## config.mk

```make
export PLATFORM = sky130hd
export DESIGN_NAME = xtea_block_cipher_top
export DESIGN_NICKNAME = d
export VERILOG_FILES = /design/src/xtea_pkg.sv /design/src/xtea_dp.sv /design/src/xtea_ctrl.sv /design/src/xtea_block_cipher_top.sv
export SDC_FILE = /design/constraint.sdc
export NUM_CORES = 1
export LEC_CHECK = 0
export ABC_CLOCK_PERIOD_IN_PS = 8250
export BUFFER_PORTS_ARGS = -buffer_cell sky130_fd_sc_hd__clkbuf_2
export CAP_MARGIN = 10
export CORE_MARGIN = 8
export CORE_UTILIZATION = 56
export DETAILED_ROUTE_END_ITERATION = 16
export GPL_TIMING_DRIVEN = 1
export PLACE_DENSITY_LB_ADDON = 0.1
export SYNTH_ARGS = -nofsm -noshare
export SYNTH_HDL_FRONTEND = slang
export SYNTH_SLANG_ARGS = --single-unit
```

## constraint.sdc

```tcl
create_clock -name i_clk -period 8.25 [get_ports i_clk]
set_input_delay 0.825 -clock i_clk [delete_from_list [all_inputs] [get_ports i_clk]]
set_output_delay 0.825 -clock i_clk [all_outputs]
set_load 0.05 [all_outputs]
```

## src/xtea_pkg.sv

```systemverilog
// ----------------------------------------------------------------------------
// xtea_pkg
// types and constants shared by the xtea block cipher modules
// ----------------------------------------------------------------------------
package xtea_pkg;

    localparam int WORD_W    = 32;
    localparam int ROUNDS_W  = 8;
    localparam int CFG_IDX_W = 3;
    localparam int KEY_WORDS = 4;

    localparam logic [WORD_W-1:0] XTEA_DELTA = 32'h9E37_79B9;

    localparam logic [WORD_W-1:0]   KEY0_RESET   = 32'h0000_FDA5;
    localparam logic [WORD_W-1:0]   KEY1_RESET   = 32'h0000_D54E;
    localparam logic [WORD_W-1:0]   KEY2_RESET   = 32'h0000_FC00;
    localparam logic [WORD_W-1:0]   KEY3_RESET   = 32'h0000_B55A;
    localparam logic [ROUNDS_W-1:0] ROUNDS_RESET = 8'd32;

    // configuration register indexes
    localparam logic [CFG_IDX_W-1:0] CFG_KEY0   = 3'd0;
    localparam logic [CFG_IDX_W-1:0] CFG_KEY1   = 3'd1;
    localparam logic [CFG_IDX_W-1:0] CFG_KEY2   = 3'd2;
    localparam logic [CFG_IDX_W-1:0] CFG_KEY3   = 3'd3;
    localparam logic [CFG_IDX_W-1:0] CFG_ROUNDS = 3'd4;

    // direction codes
    localparam logic OP_ENC = 1'b0;
    localparam logic OP_DEC = 1'b1;

    typedef logic [KEY_WORDS-1:0][WORD_W-1:0] t_key;

    typedef struct packed {
        logic              op;
        logic [WORD_W-1:0] first_word;
        logic [WORD_W-1:0] second_word;
    } t_xtea_req;

    typedef struct packed {
        logic [WORD_W-1:0] first_result;
        logic [WORD_W-1:0] second_result;
    } t_xtea_rsp;

    typedef struct packed {
        logic load;
        logic step;
        logic phase;
    } t_xtea_cmd;

    typedef enum logic [1:0] {
        ST_IDLE,
        ST_RUN,
        ST_DONE
    } t_xtea_state;

endpackage

```

## src/xtea_dp.sv

```systemverilog
// ----------------------------------------------------------------------------
// xtea_dp
// datapath: block halves and running sum, one half-round per step command
// ----------------------------------------------------------------------------
module xtea_dp
    import xtea_pkg::*;
(
    input  logic                i_clk,
    input  t_xtea_cmd           i_cmd,
    input  t_xtea_req           i_req,
    input  t_key                i_key,
    input  logic [ROUNDS_W-1:0] i_round_cnt,
    output t_xtea_rsp           o_rsp
);

    logic [WORD_W-1:0] r_v0, n_v0;
    logic [WORD_W-1:0] r_v1, n_v1;
    logic [WORD_W-1:0] r_sum, n_sum;
    logic              r_op, n_op;

    logic                  upd_v1;
    logic [WORD_W-1:0]     src;
    logic [WORD_W-1:0]     dst;
    logic [1:0]            kidx;
    logic [WORD_W-1:0]     f_val;
    logic [WORD_W-1:0]     res;
    logic [WORD_W-1:0]     dec_prod;

    function automatic logic [WORD_W-1:0] mix(input logic [WORD_W-1:0] x);
        return ((x << 4) ^ (x >> 5)) + x;
    endfunction

    always_comb begin
        upd_v1   = r_op ^ i_cmd.phase;
        src      = upd_v1 ? r_v0 : r_v1;
        dst      = upd_v1 ? r_v1 : r_v0;
        kidx     = upd_v1 ? r_sum[12:11] : r_sum[1:0];
        f_val    = mix(src) ^ (r_sum + i_key[kidx]);
        res      = (r_op == OP_DEC) ? (dst - f_val) : (dst + f_val);
        dec_prod = XTEA_DELTA * WORD_W'(i_round_cnt);

        n_v0  = r_v0;
        n_v1  = r_v1;
        n_sum = r_sum;
        n_op  = r_op;
        if (i_cmd.load) begin
            n_op  = i_req.op;
            n_v0  = i_req.first_word;
            n_v1  = i_req.second_word;
            n_sum = (i_req.op == OP_DEC) ? dec_prod : '0;
        end else if (i_cmd.step) begin
            if (upd_v1) begin
                n_v1 = res;
            end else begin
                n_v0 = res;
            end
            if (!i_cmd.phase) begin
                n_sum = (r_op == OP_DEC) ? (r_sum - XTEA_DELTA) : (r_sum + XTEA_DELTA);
            end
        end
    end

    always_ff @(posedge i_clk) begin
        r_v0  <= n_v0;
        r_v1  <= n_v1;
        r_sum <= n_sum;
        r_op  <= n_op;
    end

    assign o_rsp.first_result  = r_v0;
    assign o_rsp.second_result = r_v1;

endmodule

```

## src/xtea_ctrl.sv

```systemverilog
// ----------------------------------------------------------------------------
// xtea_ctrl
// controller: sequences load, two half-rounds per round, and the done strobe
// ----------------------------------------------------------------------------
module xtea_ctrl
    import xtea_pkg::*;
(
    input  logic                i_clk,
    input  logic                i_rst_n,
    input  logic                i_start,
    input  logic [ROUNDS_W-1:0] i_round_cnt,
    output t_xtea_cmd           o_cmd,
    output logic                o_busy,
    output logic                o_done
);

    t_xtea_state         r_state, n_state;
    logic [ROUNDS_W-1:0] r_rounds, n_rounds;
    logic                r_phase, n_phase;

    always_ff @(posedge i_clk) begin
        if (!i_rst_n) begin
            r_state  <= ST_IDLE;
            r_rounds <= '0;
            r_phase  <= 1'b0;
        end else begin
            r_state  <= n_state;
            r_rounds <= n_rounds;
            r_phase  <= n_phase;
        end
    end

    always_comb begin
        n_state  = r_state;
        n_rounds = r_rounds;
        n_phase  = r_phase;
        o_cmd    = '0;
        o_busy   = 1'b1;
        o_done   = 1'b0;
        unique case (r_state)
            ST_IDLE: begin
                o_busy = 1'b0;
                if (i_start) begin
                    o_cmd.load = 1'b1;
                    n_rounds   = i_round_cnt;
                    n_phase    = 1'b0;
                    n_state    = (i_round_cnt == '0) ? ST_DONE : ST_RUN;
                end
            end
            ST_RUN: begin
                o_cmd.step  = 1'b1;
                o_cmd.phase = r_phase;
                n_phase     = ~r_phase;
                if (r_phase) begin
                    n_rounds = r_rounds - ROUNDS_W'(1);
                    if (r_rounds == ROUNDS_W'(1)) begin
                        n_state = ST_DONE;
                    end
                end
            end
            ST_DONE: begin
                o_done  = 1'b1;
                n_state = ST_IDLE;
            end
            default: begin
                n_state = ST_IDLE;
            end
        endcase
    end

endmodule

```

## src/xtea_block_cipher_top.sv

```systemverilog
// ----------------------------------------------------------------------------
// xtea_block_cipher_top
// xtea block cipher, 64-bit block, 128-bit key, configurable round count
// ----------------------------------------------------------------------------
// usage:
//   request channel: drive i_req (op, first_word, second_word) with i_start;
//   the request is taken on a clock edge where i_start is high and o_busy low.
//   result channel: o_rsp is valid for exactly one cycle while o_done is high;
//   the receiver cannot stall, so it must capture the result in that cycle.
//   config channel: i_cfg_valid/o_cfg_ready with i_cfg_index and i_cfg_data;
//   index 0..3 are the key words, 4 the round count, other indexes ignored.
//   o_cfg_ready is high while the block is idle and no request is offered.
// timing:
//   the request is loaded at the accepting edge, then each half-round runs in
//   the shared round unit, followed by the done strobe; at zero rounds the
//   done strobe follows the load directly.
//   the next request is accepted in the cycle after o_done, so a new request
//   is taken only once the previous result has been strobed.
// reset:
//   synchronous, active low; the controller returns to idle and the key and
//   round count registers take their default values.
// ----------------------------------------------------------------------------
module xtea_block_cipher_top
    import xtea_pkg::*;
(
    input  logic                 i_clk,
    input  logic                 i_rst_n,
    input  logic                 i_start,
    input  t_xtea_req            i_req,
    output logic                 o_busy,
    output logic                 o_done,
    output t_xtea_rsp            o_rsp,
    input  logic                 i_cfg_valid,
    output logic                 o_cfg_ready,
    input  logic [CFG_IDX_W-1:0] i_cfg_index,
    input  logic [WORD_W-1:0]    i_cfg_data
);

    t_key                r_key;
    logic [ROUNDS_W-1:0] r_round_cnt;
    t_xtea_cmd           cmd;
    logic                cfg_we;

    assign o_cfg_ready = ~o_busy & ~i_start;
    assign cfg_we      = i_cfg_valid & o_cfg_ready;

    always_ff @(posedge i_clk) begin
        if (!i_rst_n) begin
            r_key[0]    <= KEY0_RESET;
            r_key[1]    <= KEY1_RESET;
            r_key[2]    <= KEY2_RESET;
            r_key[3]    <= KEY3_RESET;
            r_round_cnt <= ROUNDS_RESET;
        end else if (cfg_we) begin
            unique case (i_cfg_index)
                CFG_KEY0:   r_key[0]    <= i_cfg_data;
                CFG_KEY1:   r_key[1]    <= i_cfg_data;
                CFG_KEY2:   r_key[2]    <= i_cfg_data;
                CFG_KEY3:   r_key[3]    <= i_cfg_data;
                CFG_ROUNDS: r_round_cnt <= i_cfg_data[ROUNDS_W-1:0];
                default: begin
                end
            endcase
        end
    end

    xtea_ctrl u_ctrl (
        .i_clk       (i_clk),
        .i_rst_n     (i_rst_n),
        .i_start     (i_start),
        .i_round_cnt (r_round_cnt),
        .o_cmd       (cmd),
        .o_busy      (o_busy),
        .o_done      (o_done)
    );

    xtea_dp u_dp (
        .i_clk       (i_clk),
        .i_cmd       (cmd),
        .i_req       (i_req),
        .i_key       (r_key),
        .i_round_cnt (r_round_cnt),
        .o_rsp       (o_rsp)
    );

endmodule

```

# ---- Word level (Yosys, flattened, before mapping)
# Cells that the tools add are included.
dict set report totals {
  register_bits 244
  out_inout_bits 67
  elab_cells 89
}
dict set report op_classes {
  n_reduce_logical 17
  eq_ne 12
  multipliers 1
  n_mux 32
  order_cmp 1
  n_addsub 7
  n_bitwise 7
}
# op n
set ops {}
lappend ops {{$mux 32} 15}
lappend ops {{$add 32x32->32} 3}
lappend ops {{$bmux 32 s2} 1}
lappend ops {{$add 32x32->32 const B} 1}
lappend ops {{$mul 32x8->32 const A} 1}
lappend ops {{$sub 32x32->32} 1}
lappend ops {{$sub 32x32->32 const B} 1}
lappend ops {{$xor 32x27->32} 1}
lappend ops {{$xor 32x32->32} 1}
lappend ops {{$reduce_and 2->1} 9}
lappend ops {{$mux 8} 2}
lappend ops {{$pmux 8 s2} 1}
lappend ops {{$mux 2} 6}
lappend ops {{$eq 8x1->1 const B} 1}
lappend ops {{$logic_not 8->1} 1}
lappend ops {{$sub 8x1->8 const B} 1}
lappend ops {{$eq 3x2->1 const B} 2}
lappend ops {{$ne 2x2->1 const B} 3}
lappend ops {{$reduce_and 3->1} 2}
lappend ops {{$reduce_bool 2->1} 3}
lappend ops {{$mux 1} 5}
lappend ops {{$ne 2x1->1 const B} 2}
lappend ops {{$pmux 2 s2} 1}
lappend ops {{$eq 3x1->1 const B} 1}
lappend ops {{other kinds (10)} 12}

# ---- Logic depth before layout (Yosys ltp)
# Gate-level depths: netlist of run 1.
dict set report depth {
  depth_word 13
  mapped_depth 32
  ltp_nobuf 30
}

# ---- Modules after synthesis
# From an unflattened synthesis of run 1, not the netlist that was laid out.
dict set report hier_totals {
  hier_cells 2373
  area_unflattened_um2 21847.2
}
# mod area_per_inst_um2 cells_each instances seq_area_each_um2
set by_module_without_submodules {}
lappend by_module_without_submodules {xtea_dp 16056.6 1768 1 2912.8}
lappend by_module_without_submodules {xtea_block_cipher_top 5108.6 519 1 2722.6}
lappend by_module_without_submodules {xtea_ctrl 681.9 86 1 220.2}

# ---- Worst setup path before layout of run 1
# No wires, ideal clock.
dict set report synth_timing {
  path_kind {register to register}
  start {register u_dp.r_op}
  end {register u_dp.r_v0[31] (data pin)}
  t_required_ns 7.980
  setup_time_ns 0.270
  arrival_time_ns 7.481
  synth_period_minus_slack_ns 7.751
  setup_slack_ns 0.499
  path_stages_with_launch 29
  cell_sequence {edfxtp_1 > inv_2 > xnor2_2 > mux2i_1 > clkbuf_1 > mux4_2 > ha_1 > a211oi_1 > o21ai_1 > a31o_2 > a21oi_2 > o21ai_0 > xnor2_1 > nand4_1 > or4b_1 > nor3_2 > a31oi_1 > xor2_1 > ha_1 > clkbuf_1 > a21o_1 > a21o_1 > a21oi_1 > and3b_1 > a21bo_2 > xnor3_1 > nor3_1 > o31a_1 > nor3_1}
}
dict set report synth_between {
  elab_chain_len 11
  word_cells_on_any_way 16
  classes_between {add/sub (4); mux (9); bitwise (3)}
}
# item line_no
set synth_rtl {}
lappend synth_rtl {{start: declaration} xtea_dp.sv:19} ;# logic r_op, n_op;
lappend synth_rtl {{start signal: assignment} xtea_dp.sv:67} ;# r_op <= n_op;
lappend synth_rtl {{$xor 1x1->1} xtea_dp.sv:34} ;# upd_v1 = r_op ^ i_cmd.phase;
lappend synth_rtl {{$mux 2} xtea_dp.sv:37} ;# kidx = upd_v1 ? r_sum[12:11] : r_sum[1:0];
lappend synth_rtl {{$bmux 32 s2} xtea_dp.sv:38} ;# f_val = mix(src) ^ (r_sum + i_key[kidx]);
lappend synth_rtl {{$mux 32 (implied by the code)} xtea_dp.sv:38}
lappend synth_rtl {{$add 32x32->32} xtea_dp.sv:38}
lappend synth_rtl {{$xor 32x32->32} xtea_dp.sv:38}
lappend synth_rtl {{$add 32x32->32 / $sub 32x32->32 (equally long branches)} xtea_dp.sv:39} ;# res = (r_op == OP_DEC) ? (dst - f_val) : (dst + f_val);
lappend synth_rtl {{$mux 32 *} xtea_dp.sv:39}
lappend synth_rtl {{$mux 32 *} xtea_dp.sv:52} ;# if (upd_v1) begin
lappend synth_rtl {{$mux 32 *} xtea_dp.sv:51} ;# end else if (i_cmd.step) begin
lappend synth_rtl {{$mux 32 *} xtea_dp.sv:46} ;# if (i_cmd.load) begin
lappend synth_rtl {{named net u_dp.n_v0[31]} xtea_dp.sv:16} ;# logic [WORD_W-1:0] r_v0, n_v0;
lappend synth_rtl {{end signal: assignment} xtea_dp.sv:64} ;# r_v0 <= n_v0;
lappend synth_rtl {{end: declaration} xtea_dp.sv:16}
# Mark *: on every way through the listed nets, which the timed path passes. The rest lies on a longest branch. The select of a mux whose other input is x is not followed.
# A chain may end at the register's enable or synchronous reset.

# ---- Final worst setup path of run 1
dict set report layout_timing {
  start {register u_ctrl.r_state[0]}
  end {register u_dp.r_v0[31] (data pin)}
}
dict set report layout_between {
  elab_chain_len 13
  word_cells_on_any_way 20
  classes_between {add/sub (4); eq/ne (1); mux (11); bitwise (3); reduce/logical (1)}
}
# item line_no
set layout_rtl {}
lappend layout_rtl {{start: declaration} xtea_ctrl.sv:17} ;# t_xtea_state r_state, n_state;
lappend layout_rtl {{start signal: assignment} xtea_ctrl.sv:27} ;# r_state <= n_state;
lappend layout_rtl {{$eq 2x1->1} xtea_ctrl.sv:40} ;# unique case (r_state)
lappend layout_rtl {{$mux 2} xtea_ctrl.sv:40}
lappend layout_rtl {{$xor 1x1->1} xtea_dp.sv:34}
lappend layout_rtl {{$mux 2} xtea_dp.sv:37}
lappend layout_rtl {{$bmux 32 s2} xtea_dp.sv:38}
lappend layout_rtl {{$mux 32 (implied by the code)} xtea_dp.sv:38}
lappend layout_rtl {{$add 32x32->32} xtea_dp.sv:38}
lappend layout_rtl {{$xor 32x32->32} xtea_dp.sv:38}
lappend layout_rtl {{$add 32x32->32 / $sub 32x32->32 (equally long branches)} xtea_dp.sv:39}
lappend layout_rtl {{$mux 32} xtea_dp.sv:39}
lappend layout_rtl {{$mux 32} xtea_dp.sv:52}
lappend layout_rtl {{$mux 32} xtea_dp.sv:51}
lappend layout_rtl {{$mux 32 *} xtea_dp.sv:46}
lappend layout_rtl {{named net u_dp.n_v0[31]} xtea_dp.sv:16}
# Marked as above.

==> summary.txt, run 1 <==
Global routing
  – Initial antenna violation count: 1
  – Vias in the first global route: ~19,000
  – GRT Total Usage: roughly 28%
  – First-pass GRT wire length: about 100,000 um
  – Largest net degree at the start of global routing: 148
  – Gr ovfl total: 0

Layout
  – Layout cells sized above 1: 14.1%
  – Area of the multi-input gates: 15,200 sq um
  – Final net count: 3,016
  – # fillers: about 3,400
  – Final cell count without fillers: ~3,200
  – Register area: ~5900 sq um
  – Final instance area: 24,400 sq um
  – Area growth from synthesis to layout: 11.6%
  – ANT cells: 0

Clock tree
  – Clock transition at path regs: 0.06 ns
  – Clock Path Buffers: 3
  – Post-CTS Hold Fix Bufs: 0
  – Clock sinks: 244
  – Num CTS Buffers: 28
  – Clock Root Buffer: clkbuf_16
  – Worst skew pair latency: 0.57 ns
  – CTS tree: done
  – Htree depth: 1

Drt
  – Initial DRC count: between 1,000 and 1,500
  – Drt first pass iters: 5
  – Post-route DRC: 0
  – WL/cell: about 20 um
  – Vias: approximately 19,000
  – DRT antenna net count: 0
  – Via/cell ratio: 6.01
  – Total wire length: around 65,000 um

Critical path
  – Slowest cell delay on critical path: between 0.6 and 0.7 ns
  – Crit path DAT: 8.05 ns
  – Crit Path Class: register to register
  – Slowest CP cell: or4b_1
  – Critical path buffer and inverter count: 3
  – Worst-path fanout max: 15
  – Crit. End Element: register
  – Critical Path RT: between 8 and 9 ns
  – Critical path startpoint category: register
  – Family with the most delay on the worst path: simple AND/OR/NAND/NOR gates

Placed design
  – DPL Wire Length: around 50,000 um
  – DP Worst Slack: approximately 0.47 ns
  – Buffers on Ports: 170
  – Placed Area: 23,300 sq um
  – Placer congestion estimate: 0.960
  – Inst Count DP: 3,128

Yosys
  – Top FF cell, synth: dfxtp_1
  – Post-synth EDFFs: 97
  – Post-synth ARST share: 0%
  – Synth area leaders: dfxtp_1, edfxtp_1, ha_1
  – Net Count, Synth: 2,878
  – Cell taking the most area after synthesis: dfxtp_1
  – Unique cell type count in the Yosys netlist: 86
  – Top-count cell post-synth: nand2_1
  – Cell area after synthesis: 21,800 sq um
  – Syn avg cell area: 8.69 sq um
  – Synth top area share: a little over an eighth
  – Sequential area share after synthesis: 26.8%
  – Synth Instances: 2,512
  – #FFs+latches synth: 244
  – Synth top cells by count: nand2_1, ha_1, inv_1
  – Number of synthesis warnings: 0

STA
  – Achievable Freq: 0.129 GHz
  – Post-Route Skew: 0.0273 ns
  – Minimum clock period: 7.74 ns
  – Relative slew slack: between 20 and 30%
  – Final period util: 93.9%
  – Worst hold slack: 0.461 ns
  – Worst Slack Setup Final: 0.506 ns
  – Final hold vios: 0
  – Setup violators final: 0
  – Max Slew Vio Count: 0
  – Worst slew pin tran: between 1 and 1.5 ns

Floorplanning
  – Core area: 38,600 sq um
  – IO Count: approximately 170
  – Die area: 45,600 sq um
  – Die Ht: 213 um
  – # rows: 72
  – Starting density of the core: 56.6%
  – Die Wd: 213 um

Hold path
  – Hold Crit Class: register to register

Flow run
  – MaxCap Viol Count: 0

Outcome
  – Run status: finished clean
==> through the flow <==
stage / TNS (ns) / utilization (%)
global route: -0.00762 / 63.2
CTS: 0 / 62.7
global placement: 0 / 60.3
floorplan: 0 / -
finish: 0 / 63.2
detailed placement: 0 / 60.3
==> placed cells by master (no fill, tap or decap), types with 18 or more instances in the layout <==
master	n
o22ai_1	23
buf_4	25
nor2b_1	24
mux2i_1	25
dfxtp_1	147
ha_1	195
nand4_1	24
mux4_2	32
fa_1	66
a21boi_0	99
edfxtp_1	97
inv_1	155
o21bai_1	20
a21o_1	76
clkbuf_16	32
a21oi_1	149
a31oi_1	22
xor2_1	76
xnor2_1	128
nand2_1	435
nor2_1	105
nand2b_1	18
and3_1	25
o21ai_0	91
nand3_1	77
nor3_1	41
mux2_2	51
clkbuf_2	169
==> what timing repair did <==
| action | CTS | global route |
|---|---|---|
| setup endpoints to repair | 0 | 4 |
| buffers inserted | 0 | 6 |
| gates resized for setup | 0 | 10 |
==> flip-flops by register name, summed over array words and instances, names as in the netlist <==
register         count
r_key              128
u_dp.r_sum          32
u_dp.r_v0           32
u_dp.r_v1           32
r_round_cnt          8
u_ctrl.r_rounds      8
u_ctrl.r_state       2
u_ctrl.r_phase       1
u_dp.r_op            1
==> worst min-delay path, cell delays in order, from the launching register on <==
cell      delay, ns
dfxtp_1        0.31
nand2_1        0.04
a21boi_0       0.06
==> worst paths after layout <==
| check | to | cells after the start | startpoint | slack, ns |
|---|---|---|---|---|
| worst max-delay path | u_dp.r_v0[31] | 31 | u_ctrl.r_state[0] | 0.51 |
| worst min-delay path | r_key[36] | 2 | r_key[36] | 0.46 |
| worst max register to register | u_dp.r_v0[31] | 31 | u_ctrl.r_state[0] | 0.51 |
| worst min register to register | r_key[36] | 2 | r_key[36] | 0.46 |
==> layout make-up <==
cell class / instances / share of cell area (%)
clock inverter: 14 / 0.595
inverter: 157 / 2.42
timing repair buffer: 201 / 4.91
clock buffer: 38 / 3.20
multi-input combinational: 2018 / 62.2
tap: 518 / 2.66
sequential: 244 / 24.0
==> layer usage <==
metal / vias up / global-route usage [%] / wire length, um
met5: - / 0 / 0
met4: 0 / 6.74 / 1590
met3: 88 / 3.13 / 4290
met2: 702 / 47.0 / 30500
met1: 9206 / 37.0 / 28200
li1: 9165 / - / -
==> logic make-up (layout without fill, tap and decap cells) <==
family	count (synthesis)	count (layout)	synth area share, %
simple gates	821	821	16.9
compound gates	611	611	18.5
fa+ha+maj	262	262	17.3
xor+xnor	213	213	8.93
mux	111	111	7.22
flops	244	244	26.8
buf+inv	250	410	4.32
Power of run 1 is not shown: default switching activity piles up to over one toggle a cycle in this logic, so the estimate is an artifact.
==> run 2, diff against run 1 <==
Settings changed: CELL_PAD_IN_SITES_DETAIL_PLACEMENT from default to 1, CELL_PAD_IN_SITES_GLOBAL_PLACEMENT from default to 1, CORE_UTILIZATION 56 to 43, MAX_ROUTING_LAYER from default to met4, RECOVER_POWER from default to 50.
==> run 2 against run 1 <==
The flow now finishes with violations (max-capacitance violations, max-slew violations). Design area is 0.67% higher. Clock-buffer cell count is 3 higher. Worst hold slack better by 0.0065 ns. Worst setup slack worse by 0.015 ns. Fmax is 0.20% lower. First-iteration DRC count is 30% lower. Via count is 1.0% higher. Global-route usage is 1.7 points lower. Flip-flop and latch count stayed put. Sequential share of layout area is 0.16 points lower. Die area is 28% higher. Core utilization is 14 points lower. Critical path type unchanged. Critical endpoint unchanged. Highest routed layer unchanged.
==> summary.txt, run 2 (synthesized netlist as in run 1, its figures left out) <==
Outcome
  – Run status: complete, but fails checks (was finished clean)
  – Failing checks: max-capacitance violations, max-slew violations

Global routing
  – Vias in the first global route: 20,498 (was 18,801)
  – Global routing usage on met2: 44.3% (was 47.0%)
  – Met3 Usage GRT: 2.39% (was 3.13%)
  – GRT Total Usage: 25.8% (was 27.5%)
  – GRT met1 Usage: 32.8% (was 37.0%)
  – Gr ovfl total: 0 (unchanged)
  – First-pass GRT wire length: 116,000 um (was 101,000 um)
  – Initial antenna violation count: 0 (was 1)
  – Largest net degree at the start of global routing: 82 (was 148)
  – GRT Max-Usage Layer: met2 (unchanged)

Layout
  – Most common cell after layout, fill and taps aside: nand2_1 (unchanged)
  – Area of the multi-input gates: 15,200 sq um (about the same)
  – ANT cells: 0 (unchanged)
  – Final net count: 3,029 (was 3,016)
  – Reg with most FFs: r_key (unchanged)
  – Area growth from synthesis to layout: 12.4% (was 11.6%)
  – # fillers: 5,942 (was 3,386)
  – Commonest cells after routing, fill and taps aside: nand2_1, ha_1, inv_1 (was nand2_1, ha_1, clkbuf_2)
  – Register area: 5860 sq um (about the same)
  – Layout cells sized above 1: 12.0% (was 14.1%)
  – Number of flip-flops in the largest register: 128 (unchanged)

STA
  – Worst slew pin tran: 3.08 ns (was 1.12 ns)
  – TNS Setup: 0 ns (unchanged)
  – Max Slew Vio Count: 315 (was 0)
  – RSZ-0062 raised after global routing: no
  – Achievable Freq: 0.129 GHz (about the same)
  – Post-Route Skew: 0.0189 ns (was 0.0273 ns)
  – Setup violators final: 0 (unchanged)
  – Final hold vios: 0 (unchanged)
  – Relative slew slack: -106% (was 25.3%)
  – Final period util: 94.1% (was 93.9%)
  – Minimum clock period: 7.76 ns (was 7.74 ns)

Critical path
  – Slowest cell delay on critical path: 0.63 ns (was 0.64 ns)
  – Critical Path RT: 8.59 ns (was 8.56 ns)
  – Worst reg2reg setup slack: 0.49 ns (was 0.51 ns)
  – Slowest CP cell: or4b_1 (unchanged)
  – Worst-path fanout max: 16 (was 15)
  – Crit Path Class: register to register (unchanged)
  – Crit path DAT: 8.10 ns (was 8.05 ns)
  – Crit path from: u_ctrl.r_phase (was u_ctrl.r_state[0])
  – Crit. End Element: register (unchanged)
  – FF-to-FF Start: u_ctrl.r_phase (was u_ctrl.r_state[0])
  – Critical path startpoint category: register (unchanged)

Floorplanning
  – Die area: 58,200 sq um (was 45,600 sq um)
  – Die Ht: 241 um (was 213 um)
  – Die Wd: 241 um (was 213 um)
  – Core area: 50,200 sq um (was 38,600 sq um)
  – Starting density of the core: 43.5% (was 56.6%)
  – IO Count: 171 (unchanged)
  – # rows: 82 (was 72)

Drt
  – DRT antenna net count: 0 (unchanged)
  – Total wire length: 74,900 um (was 64,500 um)
  – Via/cell ratio: 5.77 (was 6.01)
  – WL/cell: 22.3 um (was 20.2 um)
  – Drt first pass iters: 5 (unchanged)
  – Initial DRC count: 1,019 (was 1,453)
  – Vias: 19,354 (was 19,161)
  – Post-route DRC: 0 (unchanged)

Clock tree
  – CTS tree: done (unchanged)
  – Clock sinks: 244 (unchanged)
  – Htree depth: 1 (unchanged)
  – Num CTS Buffers: 30 (was 28)
  – Clock Root Buffer: clkbuf_16 (unchanged)
  – Post-CTS Hold Fix Bufs: 0 (unchanged)
  – Clock Path Buffers: 3 (unchanged)
  – Worst skew pair latency: 0.59 ns (was 0.57 ns)
  – Clock transition at path regs: 0.06 ns (about the same)

Placed design
  – Buffers on Ports: 170 (unchanged)
  – DPL Wire Length: 58,500 um (was 49,300 um)
  – Placer congestion estimate: 0.959 (was 0.960)

Hold path
  – HP Start: r_key[9] (was r_key[36])
  – Hold Crit Class: register to register (unchanged)

Flow run
  – MaxCap Viol Count: 7 (was 0)
## run 2: through the flow
step                      cells  hold WS (ns)  instance area, sq um  utilization, %  setup slack (ns)
after floorplan            2512         0.432                 21800               -             0.499
after global placement     3293         0.446                 23500            46.9             0.379
after detailed placement   3293         0.456                 23500            46.9             0.135
after CTS                  3346         0.466                 24500            48.8             0.108
after global routing       3356         0.489                 24500            48.9            0.0506
final                      3356         0.468                 24500            48.9             0.491
## run 2: final cells by class
cell class | count | area share (%)
multi-input combinational | 2018 | 61.9
sequential | 244 | 23.9
timing repair buffer | 212 | 4.56
tap | 672 | 3.43
clock buffer | 41 | 3.35
inverter | 157 | 2.41
clock inverter | 12 | 0.520
## run 2: worst max-delay path: cells and delay by family, from the launching register on
family / cells / cell delay (ns)
AO/OA/AOI/OAI: 11 / 2.24
XOR/XNOR: 4 / 1.01
adder cells (fa/ha/maj): 2 / 0.82
buffers and inverters: 1 / 0.23
flip-flops: 1 / 0.38
multiplexers: 2 / 0.89
AND/OR/NAND/NOR: 8 / 1.92
## run 2: final timing paths
path / endpoint / depth (start not counted)
worst max register to register: u_dp.r_v0[31] / 28
worst max-delay path: u_dp.r_v0[31] / 28
worst min-delay path: r_key[9] / 2
worst min register to register: r_key[9] / 2
## run 2: layer usage
metal	vias to the layer above	part of all wire (%)
met4	0	2.2
met3	94	3.7
met5	-	0
li1	9179	-
met1	9694	45
met2	387	49
## run 2: repair_timing
action | CTS | global route
gates resized for setup | 0 | 21
setup endpoints to repair | 0 | 18
setup buffers | 0 | 7
Power of run 2 is left out for the same reason.
==> run 3, diff against run 2 <==
Settings changed: REMOVE_ABC_BUFFERS from default to 1.
==> run 3 against run 2 <==
Cell count hardly changed. Worst hold slack worse by 0.0013 ns. Clock-buffer cell count is 5 higher. Register-to-register slack worse by 0.15 ns. Core utilization is 0.28 points higher. Fmax is 1.9% lower. Largest cell class unchanged. Die area stayed put. Via count hardly changed. First-iteration DRC count is 5.1% higher. Global-route usage is 0.53 points lower. Routed wire length is 2.1% lower. The flow still finishes with violations (max-capacitance violations, max-slew violations).
==> summary.txt, run 3 (synthesized netlist as in run 1, its figures left out) <==
Clock tree
  – CTS tree: done (unchanged)
  – Num CTS Buffers: 30 (unchanged)
  – Clock Path Buffers: 3 (unchanged)
  – Htree depth: 1 (unchanged)
  – Worst skew pair latency: 0.59 ns (about the same)
  – Clock sinks: 244 (unchanged)
  – Clock Root Buffer: clkbuf_16 (unchanged)
  – Post-CTS Hold Fix Bufs: 0 (unchanged)
  – Clock transition at path regs: 0.06 ns (about the same)

STA
  – Worst slew pin tran: 4.24 ns (was 3.08 ns)
  – Max Slew Vio Count: 273 (was 315)
  – Minimum clock period: 7.91 ns (was 7.76 ns)
  – Relative slew slack: -183% (was -106%)
  – Post-Route Skew: 0.0298 ns (was 0.0189 ns)
  – Achievable Freq: 0.126 GHz (was 0.129 GHz)
  – Final hold vios: 0 (unchanged)
  – Setup violators final: 0 (unchanged)
  – Final period util: 95.9% (was 94.1%)

Global routing
  – GRT Max-Usage Layer: met2 (unchanged)
  – Vias in the first global route: 20,566 (was 20,498)
  – GRT Total Usage: 25.2% (was 25.8%)
  – Initial antenna violation count: 0 (unchanged)
  – Largest net degree at the start of global routing: 108 (was 82)
  – First-pass GRT wire length: 115,000 um (was 116,000 um)
  – Global routing usage on met2: 41.9% (was 44.3%)
  – GRT met1 Usage: 33.3% (was 32.8%)
  – Gr ovfl total: 0 (unchanged)
  – Met3 Usage GRT: 2.43% (was 2.39%)

Critical path
  – Critical path startpoint category: register (unchanged)
  – Critical Path RT: 8.57 ns (was 8.59 ns)
  – Worst reg2reg setup slack: 0.34 ns (was 0.49 ns)
  – Slowest cell delay on critical path: 0.63 ns (about the same)
  – Crit path DAT: 8.23 ns (was 8.10 ns)
  – RR Endpoint: u_dp.r_v0[31] (unchanged)
  – Family with the most delay on the worst path: simple AND/OR/NAND/NOR gates (was compound AO/OA/AOI/OAI gates)
  – Critical path's most frequent cell: xnor2_1
  – Critical path buffer and inverter count: 2 (was 1)
  – Crit path from: u_ctrl.r_state[0] (was u_ctrl.r_phase)
  – Worst Setup EP: u_dp.r_v0[31] (unchanged)
  – Number of cells on the critical path: 30 (was 28)
  – Slowest CP cell: or4b_1 (unchanged)
  – Crit Path Class: register to register (unchanged)
  – R2R cell count: 30 (was 28)
  – FF-to-FF Start: u_ctrl.r_state[0] (was u_ctrl.r_phase)
  – Worst-path fanout max: 33 (was 16)
  – Crit. End Element: register (unchanged)

Drt
  – Vias: 19,335 (was 19,354)
  – Drt first pass iters: 5 (unchanged)
  – Initial DRC count: 1,071 (was 1,019)
  – Via/cell ratio: 5.76 (was 5.77)
  – DRT antenna net count: 0 (unchanged)
  – Total wire length: 73,300 um (was 74,900 um)
  – WL/cell: 21.8 um (was 22.3 um)
  – Post-route DRC: 0 (unchanged)

Floorplanning
  – IO Count: 171 (unchanged)
  – Die Wd: 241 um (unchanged)
  – Core area: 50,200 sq um (unchanged)
  – Starting density of the core: 43.5% (unchanged)
  – # rows: 82 (unchanged)
  – Die Ht: 241 um (unchanged)
  – Die area: 58,200 sq um (unchanged)

Layout
  – Layout cells sized above 1: 12.4% (was 12.0%)
  – Number of flip-flops in the largest register: 128 (unchanged)
  – ANT cells: 0 (unchanged)
  – Area growth from synthesis to layout: 13.0% (was 12.4%)
  – Final instance area: 24,700 sq um (was 24,500 sq um)
  – Most common cell after layout, fill and taps aside: nand2_1 (unchanged)
  – Reg with most FFs: r_key (unchanged)
  – Final net count: 3,029 (unchanged)
  – Commonest cells after routing, fill and taps aside: nand2_1, ha_1, inv_1 (unchanged)

Placed design
  – Buffers on Ports: 170 (unchanged)
  – Placed Area: 23,600 sq um (was 23,500 sq um)
  – DPL Wire Length: 56,600 um (was 58,500 um)
  – Placer congestion estimate: 0.894 (was 0.959)

Hold path
  – Hold Crit Class: register to register (unchanged)

Flow run
  – MaxCap Viol Count: 6 (was 7)

Outcome
  – Run status: complete, but fails checks (unchanged)
  – Failing checks: max-capacitance violations, max-slew violations (unchanged)
==> run 3: changes by cell type in the layout (fill, tap and decap cells not counted), sizes merged <==
cell and change:
bufinv -1, clkbuf +5, clkinv -2
==> run 3: how the worst min path moves through the flow <==
stage | start | endpoint | cells after the start
CTS | r_key[118] | r_key[118] | 2
global placement | r_key[89] | r_key[89] | 2
detailed placement | r_key[44] | r_key[44] | 2
floorplan | u_ctrl.r_rounds[7] | u_ctrl.r_rounds[7] | 2
global route | r_key[75] | r_key[75] | 2
finish | r_key[115] | r_key[115] | 2
==> run 3: metrics by stage <==
step                      cells  setup slack [ns]  hold slack, ns  TNS (ns)  utilization, %
final                      3358             0.338           0.467         0            49.2
after CTS                  3350             0.101           0.466         0            49.1
after floorplan            2419             -4.30           0.431   -189.37               -
after detailed placement   3295            0.0907           0.456         0            46.9
after global routing       3358           -0.0120           0.493   -0.0233            49.2
after global placement     3295             0.463           0.446         0            46.9
==> run 3: area by class of cell <==
class	instances	area, sq um
clock inverter	9	88.8
fill	5976	25500
multi-input combinational	2018	15200
inverter	157	591
tap	672	841
timing repair buffer	212	1120
clock buffer	46	977
sequential	244	5860
==> run 3: metal layers <==
metal | share of wire [%] | wire length, um
met2 | 48 | 35000
met4 | 1.8 | 1330
met3 | 3.7 | 2750
met1 | 47 | 34300
met5 | 0 | 0
==> run 3: timing repair <==
action	CTS	global route
setup endpoints to repair	0	16
gates resized for setup	0	22
setup buffers	0	7
==> run 3: tightest hold or removal path, cell delays in order (launching register included) <==
cell and delay, ns:
dfxtp_1 0.31, nand2_1 0.05, a21boi_0 0.06
Power of run 3 is left out for the same reason.
